==> src/sv/rfpwd_pkg.sv <==
// Shared types and constants of the pulse-width frame decoder.
package rfpwd_pkg;

    localparam int DUR_W       = 20;
    localparam int TOL_W       = 7;
    localparam int MINP_W      = 6;
    localparam int PAIR_W      = 6;
    localparam int NET_W       = 3;
    localparam int MAGIC_W     = 16;
    localparam int ADDR_W      = 4;
    localparam int NET_LSB     = 20;
    localparam int MAGIC_LSB   = 4;
    localparam int ADDR_LSB    = 0;
    localparam int CFG_IDX_W   = 2;
    localparam int CFG_DATA_W  = 7;
    localparam int QUEUE_DEPTH = 2;

    localparam int SYNC_RATIO_DEF = 15;
    localparam int CODE_BITS_DEF  = 24;
    localparam int PCT_DIV        = 100;

    localparam logic [TOL_W-1:0]  TOL_RESET  = 7'd60;
    localparam logic [MINP_W-1:0] MINP_RESET = 6'd15;
    localparam logic [PAIR_W-1:0] PAIR_MAX   = '1;

    localparam logic [CFG_IDX_W-1:0] REG_TOL  = 2'd0;
    localparam logic [CFG_IDX_W-1:0] REG_MINP = 2'd1;

    localparam logic [1:0] KIND_SYNC = 2'd0;
    localparam logic [1:0] KIND_HIGH = 2'd1;
    localparam logic [1:0] KIND_LOW  = 2'd2;

    typedef struct packed {
        logic [1:0]       kind;
        logic [DUR_W-1:0] duration;
        logic             last;
    } item_t;

    typedef struct packed {
        logic               frame_valid;
        logic [NET_W-1:0]   network;
        logic [MAGIC_W-1:0] magic;
        logic [ADDR_W-1:0]  address;
    } result_t;

endpackage

==> src/sv/rfpwd_if.sv <==
// Channel interfaces: pulse input, frame output and configuration write.
interface rfpwd_pulse_if import rfpwd_pkg::*; ();
    logic             valid;
    logic             ready;
    logic [DUR_W-1:0] duration;
    logic             last_item;

    modport source (output valid, output duration, output last_item, input ready);
    modport sink   (input valid, input duration, input last_item, output ready);
endinterface

interface rfpwd_frame_if import rfpwd_pkg::*; ();
    logic               valid;
    logic               ready;
    logic               frame_valid;
    logic [NET_W-1:0]   network;
    logic [MAGIC_W-1:0] magic;
    logic [ADDR_W-1:0]  address;

    modport source (output valid, output frame_valid, output network, output magic,
                    output address, input ready);
    modport sink   (input valid, input frame_valid, input network, input magic,
                    input address, output ready);
endinterface

interface rfpwd_cfg_if import rfpwd_pkg::*; ();
    logic                  valid;
    logic                  ready;
    logic [CFG_IDX_W-1:0]  index;
    logic [CFG_DATA_W-1:0] data;

    modport source (output valid, output index, output data, input ready);
    modport sink   (input valid, input index, input data, output ready);
endinterface

==> src/sv/rf_pulse_width_frame_decoder_unit.sv <==
// Top level of the pulse-width frame decoder: configuration registers and the three stages.
//
// Returns one frame result for each item marked last_item. While the queue has room it
// takes one pulse duration per clock, a steady rate of one transfer per cycle on the pulse
// channel. After a sync duration the unit length and window pass through a four-stage
// multiply pipeline (divide by SYNC_RATIO, scale by percent, divide by 100, bound
// calculation); the low duration that closes the first pair waits in the two-entry queue
// until the bounds are ready, which can stall the first pair of a capture. A result sits
// in the output register while the next items are taken; results come out in the cycle
// after the closing item leaves the queue. Configuration writes are taken every cycle.
module rf_pulse_width_frame_decoder_unit
    import rfpwd_pkg::*;
#(
    parameter int SYNC_RATIO = SYNC_RATIO_DEF,
    parameter int CODE_BITS  = CODE_BITS_DEF
)
(
    input  logic          clk,
    input  logic          rst_n,
    rfpwd_pulse_if.sink   pulse,
    rfpwd_frame_if.source frame,
    rfpwd_cfg_if.sink     cfg
);

    logic [TOL_W-1:0]  tol_reg;
    logic [MINP_W-1:0] minp_reg;

    logic  push, full, pop, not_empty;
    item_t push_item, pop_item;

    assign cfg.ready = 1'b1;

    always_ff @(posedge clk or negedge rst_n)
    begin
        if (!rst_n)
        begin
            tol_reg  <= TOL_RESET;
            minp_reg <= MINP_RESET;
        end
        else if (cfg.valid)
        begin
            case (cfg.index)
                REG_TOL:  tol_reg  <= cfg.data[TOL_W-1:0];
                REG_MINP: minp_reg <= cfg.data[MINP_W-1:0];
                default:
                begin
                end
            endcase
        end
    end

    rfpwd_front u_front (
        .clk       (clk),
        .rst_n     (rst_n),
        .pulse     (pulse),
        .full      (full),
        .push      (push),
        .push_item (push_item)
    );

    rfpwd_queue u_queue (
        .clk       (clk),
        .rst_n     (rst_n),
        .push      (push),
        .push_item (push_item),
        .full      (full),
        .pop       (pop),
        .not_empty (not_empty),
        .pop_item  (pop_item)
    );

    rfpwd_back #(
        .SYNC_RATIO (SYNC_RATIO),
        .CODE_BITS  (CODE_BITS)
    ) u_back (
        .clk               (clk),
        .rst_n             (rst_n),
        .not_empty         (not_empty),
        .q_item            (pop_item),
        .pop               (pop),
        .tolerance_percent (tol_reg),
        .min_pairs         (minp_reg),
        .frame             (frame)
    );

endmodule

==> src/sv/rfpwd_front.sv <==
// Front end: accepts durations and tags each as sync, high or low.
module rfpwd_front
    import rfpwd_pkg::*;
(
    input  logic          clk,
    input  logic          rst_n,
    rfpwd_pulse_if.sink   pulse,
    input  logic          full,
    output logic          push,
    output item_t         push_item
);

    logic [1:0] phase_reg;
    logic [1:0] phase_next;

    assign pulse.ready = ~full;
    assign push        = pulse.valid & ~full;

    always_comb
    begin
        push_item.kind     = phase_reg;
        push_item.duration = pulse.duration;
        push_item.last     = pulse.last_item;
    end

    always_comb
    begin
        phase_next = phase_reg;
        if (push)
        begin
            if (pulse.last_item)
            begin
                phase_next = KIND_SYNC;
            end
            else
            begin
                case (phase_reg)
                    KIND_SYNC: phase_next = KIND_HIGH;
                    KIND_HIGH: phase_next = KIND_LOW;
                    KIND_LOW:  phase_next = KIND_HIGH;
                    default:   phase_next = KIND_SYNC;
                endcase
            end
        end
    end

    always_ff @(posedge clk or negedge rst_n)
    begin
        if (!rst_n)
        begin
            phase_reg <= KIND_SYNC;
        end
        else
        begin
            phase_reg <= phase_next;
        end
    end

endmodule

==> src/sv/rfpwd_queue.sv <==
// Short queue between the front end and the execution back end.
module rfpwd_queue
    import rfpwd_pkg::*;
(
    input  logic  clk,
    input  logic  rst_n,
    input  logic  push,
    input  item_t push_item,
    output logic  full,
    input  logic  pop,
    output logic  not_empty,
    output item_t pop_item
);

    localparam int PTR_W = (QUEUE_DEPTH > 1) ? $clog2(QUEUE_DEPTH) : 1;
    localparam int CNT_W = $clog2(QUEUE_DEPTH + 1);
    localparam logic [PTR_W-1:0] PTR_LAST = PTR_W'(QUEUE_DEPTH - 1);
    localparam logic [CNT_W-1:0] CNT_FULL = CNT_W'(QUEUE_DEPTH);

    item_t            mem_reg [QUEUE_DEPTH];
    logic [PTR_W-1:0] wr_ptr_reg, wr_ptr_next;
    logic [PTR_W-1:0] rd_ptr_reg, rd_ptr_next;
    logic [CNT_W-1:0] count_reg, count_next;

    assign full      = (count_reg == CNT_FULL);
    assign not_empty = (count_reg != '0);
    assign pop_item  = mem_reg[rd_ptr_reg];

    always_comb
    begin
        wr_ptr_next = wr_ptr_reg;
        rd_ptr_next = rd_ptr_reg;
        count_next  = count_reg;
        if (push)
        begin
            wr_ptr_next = (wr_ptr_reg == PTR_LAST) ? '0 : wr_ptr_reg + 1'b1;
        end
        if (pop)
        begin
            rd_ptr_next = (rd_ptr_reg == PTR_LAST) ? '0 : rd_ptr_reg + 1'b1;
        end
        if (push && !pop)
        begin
            count_next = count_reg + 1'b1;
        end
        else if (pop && !push)
        begin
            count_next = count_reg - 1'b1;
        end
    end

    always_ff @(posedge clk)
    begin
        if (push)
        begin
            mem_reg[wr_ptr_reg] <= push_item;
        end
    end

    always_ff @(posedge clk or negedge rst_n)
    begin
        if (!rst_n)
        begin
            wr_ptr_reg <= '0;
            rd_ptr_reg <= '0;
            count_reg  <= '0;
        end
        else
        begin
            wr_ptr_reg <= wr_ptr_next;
            rd_ptr_reg <= rd_ptr_next;
            count_reg  <= count_next;
        end
    end

endmodule

==> src/sv/rfpwd_back.sv <==
// Back end: unit/window pipeline, pair classification, code shift and result register.
module rfpwd_back
    import rfpwd_pkg::*;
#(
    parameter int SYNC_RATIO = SYNC_RATIO_DEF,
    parameter int CODE_BITS  = CODE_BITS_DEF
)
(
    input  logic              clk,
    input  logic              rst_n,
    input  logic              not_empty,
    input  item_t             q_item,
    output logic              pop,
    input  logic [TOL_W-1:0]  tolerance_percent,
    input  logic [MINP_W-1:0] min_pairs,
    rfpwd_frame_if.source     frame
);

    // unit = sync / SYNC_RATIO by reciprocal multiply
    localparam int UNIT_W  = DUR_W - ($clog2(SYNC_RATIO + 1) - 1);
    localparam int SYNC_SH = DUR_W + 6;
    localparam logic [SYNC_SH-1:0] SYNC_MUL =
        SYNC_SH'(((64'd1 << SYNC_SH) + 64'(SYNC_RATIO) - 64'd1) / 64'(SYNC_RATIO));
    // window = unit * percent / 100 by reciprocal multiply
    localparam int P_W    = UNIT_W + TOL_W;
    localparam int PCT_SH = P_W + 7;
    localparam int PM_W   = P_W + 1;
    localparam logic [PM_W-1:0] PCT_MUL =
        PM_W'(((64'd1 << PCT_SH) + 64'(PCT_DIV) - 64'd1) / 64'(PCT_DIV));
    localparam int WIN_W = UNIT_W + 1;
    localparam int CMP_W = DUR_W + 2;

    logic [DUR_W+SYNC_SH-1:0] unit_prod;
    logic [P_W+PM_W-1:0]      win_prod;

    logic [UNIT_W-1:0] unit_reg;
    logic [P_W-1:0]    pct_reg;
    logic [WIN_W-1:0]  win_reg;
    logic [CMP_W-1:0]  lo1_reg, hi1_reg, lo2_reg, hi2_reg;
    logic              unit_vld_reg, unit_vld_next;
    logic              pct_vld_reg, pct_vld_next;
    logic              win_vld_reg, win_vld_next;
    logic              bnd_vld_reg, bnd_vld_next;

    logic [CMP_W-1:0] t1, t2, w;

    logic [DUR_W-1:0]     held_reg;
    logic [CODE_BITS-1:0] code_reg, code_next;
    logic                 failed_reg, failed_next;
    logic [PAIR_W-1:0]    pair_reg, pair_next;

    logic [CMP_W-1:0] h, d;
    logic             is_zero, is_one;
    logic             is_sync, is_low;
    logic             slot_free, can_go, emit;

    result_t out_reg;
    result_t res;
    logic    out_vld_reg, out_vld_next;

    assign is_sync   = (q_item.kind == KIND_SYNC);
    assign is_low    = (q_item.kind == KIND_LOW);
    assign slot_free = ~out_vld_reg | frame.ready;
    assign can_go    = (~is_low | bnd_vld_reg) & (~q_item.last | slot_free);
    assign pop       = not_empty & can_go;
    assign emit      = pop & q_item.last;

    assign unit_prod = (DUR_W+SYNC_SH)'(q_item.duration) * (DUR_W+SYNC_SH)'(SYNC_MUL);
    assign win_prod  = (P_W+PM_W)'(pct_reg) * (P_W+PM_W)'(PCT_MUL);

    assign t1 = CMP_W'(unit_reg);
    assign t2 = CMP_W'(unit_reg) << 1;
    assign w  = CMP_W'(win_reg);

    always_comb
    begin
        unit_vld_next = 1'b0;
        pct_vld_next  = unit_vld_reg;
        win_vld_next  = pct_vld_reg;
        bnd_vld_next  = bnd_vld_reg | win_vld_reg;
        if (pop && is_sync)
        begin
            unit_vld_next = 1'b1;
            pct_vld_next  = 1'b0;
            win_vld_next  = 1'b0;
            bnd_vld_next  = 1'b0;
        end
    end

    always_ff @(posedge clk)
    begin
        if (pop && is_sync)
        begin
            unit_reg <= unit_prod[SYNC_SH +: UNIT_W];
        end
        if (unit_vld_reg)
        begin
            pct_reg <= P_W'(unit_reg) * P_W'(tolerance_percent);
        end
        if (pct_vld_reg)
        begin
            win_reg <= win_prod[PCT_SH +: WIN_W];
        end
        if (win_vld_reg)
        begin
            lo1_reg <= (t1 > w) ? t1 - w : '0;
            hi1_reg <= t1 + w;
            lo2_reg <= (t2 > w) ? t2 - w : '0;
            hi2_reg <= t2 + w;
        end
    end

    // pair classification, strict windows
    assign h = CMP_W'(held_reg);
    assign d = CMP_W'(q_item.duration);
    assign is_zero = (h > lo1_reg) && (h < hi1_reg) && (d > lo2_reg) && (d < hi2_reg);
    assign is_one  = (h > lo2_reg) && (h < hi2_reg) && (d > lo1_reg) && (d < hi1_reg);

    always_comb
    begin
        code_next   = code_reg;
        failed_next = failed_reg;
        pair_next   = pair_reg;
        if (pop)
        begin
            case (q_item.kind)
                KIND_SYNC:
                begin
                    code_next   = CODE_BITS'(1);
                    failed_next = 1'b0;
                    pair_next   = '0;
                end
                KIND_LOW:
                begin
                    if (!failed_reg)
                    begin
                        if (is_zero || is_one)
                        begin
                            code_next = {code_reg[CODE_BITS-2:0], ~is_zero};
                        end
                        else
                        begin
                            failed_next = 1'b1;
                        end
                    end
                    if (pair_reg != PAIR_MAX)
                    begin
                        pair_next = pair_reg + 1'b1;
                    end
                end
                default:
                begin
                end
            endcase
        end
    end

    always_comb
    begin
        res.frame_valid = ~failed_next && (pair_next >= min_pairs);
        res.network     = res.frame_valid ? code_next[NET_LSB +: NET_W] : '0;
        res.magic       = res.frame_valid ? code_next[MAGIC_LSB +: MAGIC_W] : '0;
        res.address     = res.frame_valid ? code_next[ADDR_LSB +: ADDR_W] : '0;
    end

    always_comb
    begin
        out_vld_next = out_vld_reg & ~frame.ready;
        if (emit)
        begin
            out_vld_next = 1'b1;
        end
    end

    always_ff @(posedge clk)
    begin
        if (emit)
        begin
            out_reg <= res;
        end
        if (pop && q_item.kind == KIND_HIGH)
        begin
            held_reg <= q_item.duration;
        end
    end

    always_ff @(posedge clk or negedge rst_n)
    begin
        if (!rst_n)
        begin
            unit_vld_reg <= 1'b0;
            pct_vld_reg  <= 1'b0;
            win_vld_reg  <= 1'b0;
            bnd_vld_reg  <= 1'b0;
            code_reg     <= CODE_BITS'(1);
            failed_reg   <= 1'b0;
            pair_reg     <= '0;
            out_vld_reg  <= 1'b0;
        end
        else
        begin
            unit_vld_reg <= unit_vld_next;
            pct_vld_reg  <= pct_vld_next;
            win_vld_reg  <= win_vld_next;
            bnd_vld_reg  <= bnd_vld_next;
            code_reg     <= code_next;
            failed_reg   <= failed_next;
            pair_reg     <= pair_next;
            out_vld_reg  <= out_vld_next;
        end
    end

    assign frame.valid       = out_vld_reg;
    assign frame.frame_valid = out_reg.frame_valid;
    assign frame.network     = out_reg.network;
    assign frame.magic       = out_reg.magic;
    assign frame.address     = out_reg.address;

    a_sync_restarts_bounds: assert property (@(posedge clk) disable iff (!rst_n)
        pop && is_sync |=> !bnd_vld_reg && unit_vld_reg)
        else $error("bounds not restarted after sync transfer");

    a_pairs_monotonic: assert property (@(posedge clk) disable iff (!rst_n)
        !(pop && is_sync) |=> pair_reg >= $past(pair_reg))
        else $error("pair count dropped without a sync");

    a_failed_sticky: assert property (@(posedge clk) disable iff (!rst_n)
        failed_reg && !(pop && is_sync) |=> failed_reg)
        else $error("failure flag cleared without a sync");

    a_invalid_zero: assert property (@(posedge clk) disable iff (!rst_n)
        out_vld_reg && !out_reg.frame_valid |->
            out_reg.network == '0 && out_reg.magic == '0 && out_reg.address == '0)
        else $error("invalid frame carries non-zero fields");

endmodule
==> src/flat_wrapper.sv <==
// flat-port wrapper written by rule: the top's interface ports become plain ports
module rf_pulse_width_frame_decoder_unit_flat import rfpwd_pkg::*;
#(
    parameter int SYNC_RATIO = SYNC_RATIO_DEF,
    parameter int CODE_BITS  = CODE_BITS_DEF
)
  (clk, rst_n, pulse_valid, pulse_duration, pulse_last_item, pulse_ready, frame_valid, frame_frame_valid, frame_network, frame_magic, frame_address, frame_ready, cfg_valid, cfg_index, cfg_data, cfg_ready);
  rfpwd_pulse_if pulse_i ();
  rfpwd_frame_if frame_i ();
  rfpwd_cfg_if cfg_i ();
  input  logic clk;
  input  logic rst_n;
  input wire logic [$bits(pulse_i.valid)-1:0] pulse_valid;
  input wire logic [$bits(pulse_i.duration)-1:0] pulse_duration;
  input wire logic [$bits(pulse_i.last_item)-1:0] pulse_last_item;
  output wire logic [$bits(pulse_i.ready)-1:0] pulse_ready;
  output wire logic [$bits(frame_i.valid)-1:0] frame_valid;
  output wire logic [$bits(frame_i.frame_valid)-1:0] frame_frame_valid;
  output wire logic [$bits(frame_i.network)-1:0] frame_network;
  output wire logic [$bits(frame_i.magic)-1:0] frame_magic;
  output wire logic [$bits(frame_i.address)-1:0] frame_address;
  input wire logic [$bits(frame_i.ready)-1:0] frame_ready;
  input wire logic [$bits(cfg_i.valid)-1:0] cfg_valid;
  input wire logic [$bits(cfg_i.index)-1:0] cfg_index;
  input wire logic [$bits(cfg_i.data)-1:0] cfg_data;
  output wire logic [$bits(cfg_i.ready)-1:0] cfg_ready;
  assign pulse_i.valid = pulse_valid;
  assign pulse_i.duration = pulse_duration;
  assign pulse_i.last_item = pulse_last_item;
  assign pulse_ready = pulse_i.ready;
  assign frame_valid = frame_i.valid;
  assign frame_frame_valid = frame_i.frame_valid;
  assign frame_network = frame_i.network;
  assign frame_magic = frame_i.magic;
  assign frame_address = frame_i.address;
  assign frame_i.ready = frame_ready;
  assign cfg_i.valid = cfg_valid;
  assign cfg_i.index = cfg_index;
  assign cfg_i.data = cfg_data;
  assign cfg_ready = cfg_i.ready;
  rf_pulse_width_frame_decoder_unit #(.SYNC_RATIO(SYNC_RATIO), .CODE_BITS(CODE_BITS)) u_core (.clk(clk), .rst_n(rst_n), .pulse(pulse_i), .frame(frame_i), .cfg(cfg_i));
endmodule
==> config.mk <==
export PLATFORM = sky130hd
export DESIGN_NAME = rf_pulse_width_frame_decoder_unit_flat
export DESIGN_NICKNAME = d
export VERILOG_FILES = /design/src/sv/rfpwd_pkg.sv /design/src/sv/rfpwd_if.sv /design/src/sv/rf_pulse_width_frame_decoder_unit.sv /design/src/sv/rfpwd_front.sv /design/src/sv/rfpwd_queue.sv /design/src/sv/rfpwd_back.sv /design/src/flat_wrapper.sv
export SDC_FILE = /design/constraint.sdc
export NUM_CORES = 2
export LEC_CHECK = 0
export ABC_AREA = 1
export CORE_UTILIZATION = 65
export CTS_BUF_LIST = sky130_fd_sc_hd__clkbuf_8
export CTS_CLUSTER_DIAMETER = 40
export CTS_CLUSTER_SIZE = 28
export DETAILED_ROUTE_END_ITERATION = 10
export DONT_BUFFER_PORTS = 1
export GPL_TIMING_DRIVEN = 0
export PLACE_DENSITY_LB_ADDON = 0.05
export SETUP_SLACK_MARGIN = 0.05
export SLEW_MARGIN = 20
export SYNTH_ARGS = -nofsm -noshare
export SYNTH_HDL_FRONTEND = slang
export SYNTH_HIERARCHICAL = 1
export SYNTH_SLANG_ARGS = --single-unit
==> constraint.sdc <==
create_clock -name clk -period 10.3 [get_ports clk]
set_input_delay 0.515 -clock clk [delete_from_list [all_inputs] [get_ports clk]]
set_output_delay 0.515 -clock clk [all_outputs]
set_load 0.02 [all_outputs]
==> metrics.txt <==
cell with the largest stage delay on the worst path=edfxtp_1; flip-flop count of the largest register, all copies and words added=46; number of I/O port buffers=0; average cell area after synthesis=8.67 µm²; CTS H-tree lvls=2; CP Cell Sequence=inv_1 > fa_1 > inv_1 > fa_1 > inv_1 > fa_1 > inv_1 > fa_1 > fa_1 > fa_1 > inv_1 > fa_1 > inv_1 > ha_1 > a21oi_1 > inv_1 > a21oi_1 > a21boi_0 > nor2_1 > nor2_1 > nand2_1 > xor2_1; Iter 0 DRT Violations=2041; buffering stage count on the worst path with inverters included=7; leading register cell type out of synthesis=edfxtp_1; io pins=62; area share of the leading cell type in the synthesized netlist=22.9%; worst-case hold path end point=u_core/u_queue/mem_reg[0][3]; antenna violations before repair=1; count of cell types in the netlist=62; Worst path max stage delay=0.68 ns; critical path type=flip-flop to flip-flop; gp weighted congestion=0.972; capture point of the worst reg-to-reg path=u_core/u_back/win_reg[4]; Net count, final=5378; mean routed wirelength per cell=18.7 µm; Die Footprint=57600 µm²; EDFF count, synth=225; share of final-layout standard cells stronger than drive strength 1=5.78%; r2r setup slk=3.61 ns; via count of the first global-routing pass=27900; Hold Vio Cnt, Final=0; slew at the pin with the worst max-slew slack=1.06 ns; Std-Cell Rows=86; setup repair after global routing missed its margin=false; launch instance of the worst register-to-register path=u_core/u_back/pct_reg[7]; core footprint=55500 µm²; first-pass GRT wire length=150000 µm; post-synthesis instance area=36800 µm²; Die W=240 µm; CTS tree=built; number of remaining DRC errors=0; kind of path behind the tightest hold check=primary input to flip-flop; final setup skew=0.0579 ns; clock slew at the register clock pins of the worst setup and hold paths=0.09 ns; number of post-CTS setup repair buffers=0; Routed WL=95700 µm; number of buffers added by the clock tree synthesis step=55; Hold Buf Count CTS=26; largest area contributor in the netlist=ha_1; Pins Over Slew Limit=0; HP Start=pulse_duration[2]; share of synthesized flip-flops with an asynchronous set or reset=19.4%; dominant cells by area after synthesis=ha_1 (23%), edfxtp_1 (18%), fa_1 (18%); share of synthesized area occupied by flip-flops and latches=22.1%; number of standard cells after synthesis=4247; Worst setup EP type=flip-flop; sum of negative setup slack=0 ns; gate family responsible for the most delay along the worst path=adder cells; min cycle time layout=6.69 ns; multi-input logic area=24500 µm²; sinks on the clock net=279; Initial Utilization=66.3%; filler instances=4596; result of the run=finished, final reports clean; total iterations of the first detailed-routing run=6; HPWL after DPL=79900 µm; final setup vio count=0; critical-path maximum fanout=8; crit start category=flip-flop; detailed-route vias per instance=5.51; length in cells of the worst reg-to-reg path=22; number of maximum-capacitance violations=0; GRT Resource Usage Total=34.3%; Syn-to-layout area delta=7.20%; maximum number of pins on one net before global-route repair=58; Highest Clock Rate=149 MHz; maximum buffer depth of the clock tree=3; overall die height=240 µm; overflow left after global routing=0; Clock Root Buffer=clkbuf_8; hold path depth=1; data arrival time of the critical path=7.12 ns; worst-case headroom to the max-slew limit=29.5%; Critical Path RT=10.73 ns; crit share post-route=65.0%; antenna-violating nets left=0; Resized cells post-CTS=0; insertion delay of the later-clocked pin in the worst-skew pair=0.68 ns; number of warnings printed during yosys synthesis=6; sequential standard cell area=8120 µm²; vias post-DR=28300; number of nets in the synthesized netlist=5291; Yosys reg bits=279
==> Yosys cell counts (3+ instances only) <==
| cell | count |
|---|---|
| nand2_1 | 738 |
| a21oi_1 | 252 |
| o21ai_1 | 8 |
| mux2_4 | 19 |
| o211ai_1 | 12 |
| dfrtp_1 | 45 |
| a21o_1 | 25 |
| a21boi_0 | 8 |
| nand3_1 | 119 |
| fa_1 | 334 |
| or2_2 | 14 |
| inv_1 | 979 |
| a31oi_1 | 22 |
| nor3_1 | 37 |
| nor4_1 | 16 |
| a221oi_1 | 4 |
| buf_2 | 16 |
| edfxtp_1 | 225 |
| mux2_2 | 4 |
| dfstp_2 | 9 |
| nor2_2 | 22 |
| nand3b_1 | 4 |
| o31ai_1 | 9 |
| a21oi_2 | 6 |
| clkbuf_1 | 26 |
| nand4_1 | 41 |
| and2_1 | 3 |
| ha_1 | 675 |
| xnor2_1 | 14 |
| o22ai_1 | 25 |
| nor2_1 | 255 |
| buf_4 | 26 |
| buf_6 | 6 |
| xor2_1 | 77 |
| o21a_1 | 8 |
| and3_1 | 4 |
| inv_2 | 3 |
| o21ai_0 | 106 |
| o21bai_1 | 18 |
==> metal layers <==
layer / global-route usage (%) / vias to the layer above / share of wire, %
li1: - / 13800 / -
met1: 44.6 / 13500 / 43
met2: 56.4 / 843 / 46
met3: 5.02 / 197 / 5.8
met4: 15.9 / 0 / 5.2
met5: 0 / - / 0
==> worst max-delay path by stage <==
| stage | start | to | slack (ns) | cells after the start |
|---|---|---|---|---|
| final | u_core/u_back/pct_reg[7] | u_core/u_back/win_reg[4] | 3.61 | 22 |
| after global routing | u_core/u_back/pct_reg[7] | u_core/u_back/win_reg[8] | 3.32 | 23 |
| after detailed placement | u_core/u_back/pct_reg[7] | u_core/u_back/win_reg[12] | 3.58 | 22 |
| after floorplan | u_core/u_back/pct_reg[7] | u_core/u_back/win_reg[14] | 4.44 | 23 |
| after global placement | u_core/u_back/pct_reg[7] | u_core/u_back/win_reg[12] | 3.65 | 22 |
| after CTS | u_core/u_back/pct_reg[7] | u_core/u_back/win_reg[4] | 3.62 | 22 |
==> cells by family (layout without fill, tap and decap cells) <==
logic type	Yosys count	in the layout	share of synthesized area (%)
AND/OR/NAND/NOR	1265	1265	14.4
XOR/XNOR	91	91	2.16
multiplexers	23	23	0.897
buffers and inverters	1061	1194	11.4
AO/OA/AOI/OAI	517	517	8.00
adder cells (fa/ha/maj)	1009	1009	41.1
flip-flops	279	279	22.1
other	2	3	0.0204
==> cell usage in the layout, fill, tap and decap left out, types with 10 or more instances in the layout <==
cell type,Yosys,final
o22ai_1,25,25
buf_4,26,26
or2_2,14,14
clkbuf_1,26,26
nor4_1,16,16
nand4_1,41,41
xor2_1,77,77
a21o_1,25,25
nand2_1,738,738
mux2_4,19,19
xnor2_1,14,14
nor3_1,37,37
a31oi_1,22,22
o211ai_1,12,12
dfrtp_1,45,43
a21oi_1,252,252
dlygate4sd3_1,0,25
ha_1,675,675
nor2_2,22,23
clkinv_8,0,10
o21bai_1,18,18
inv_1,979,982
nand3_1,119,119
clkbuf_8,0,55
edfxtp_1,225,225
nor2_1,255,252
o21ai_0,106,106
buf_2,16,16
inv_8,0,13
fa_1,334,334
==> final cells by class <==
cell class / instances / area share [%]
multi-input cells: 2907 / 62.2
flip-flops and latches: 279 / 20.6
inverters: 984 / 9.36
well taps: 748 / 2.37
clock buffers: 55 / 1.92
clock inverters: 48 / 1.47
plain buffers: 77 / 1.23
repair buffers: 30 / 0.900
diodes: 1 / 0.00634
==> per-stage QoR <==
stage | worst slack, ns | utilization [%] | hold slack, ns | instance area [µm²] | std cells
global route | 3.32 | 71.1 | 0.0171 | 39500 | 5129
CTS | 3.62 | 71.1 | 0.000132 | 39500 | 5128
global placement | 3.65 | 68.0 | 0.220 | 37800 | 4995
finish | 3.61 | 71.1 | 0.0348 | 39500 | 5129
floorplan | 4.44 | - | 0.219 | 36800 | 4247
detailed placement | 3.58 | 68.2 | 0.221 | 37900 | 4999
Power is left out: the tool's default activity adds up to more than one toggle a clock period on the data nets, which glitch-free logic cannot reach.
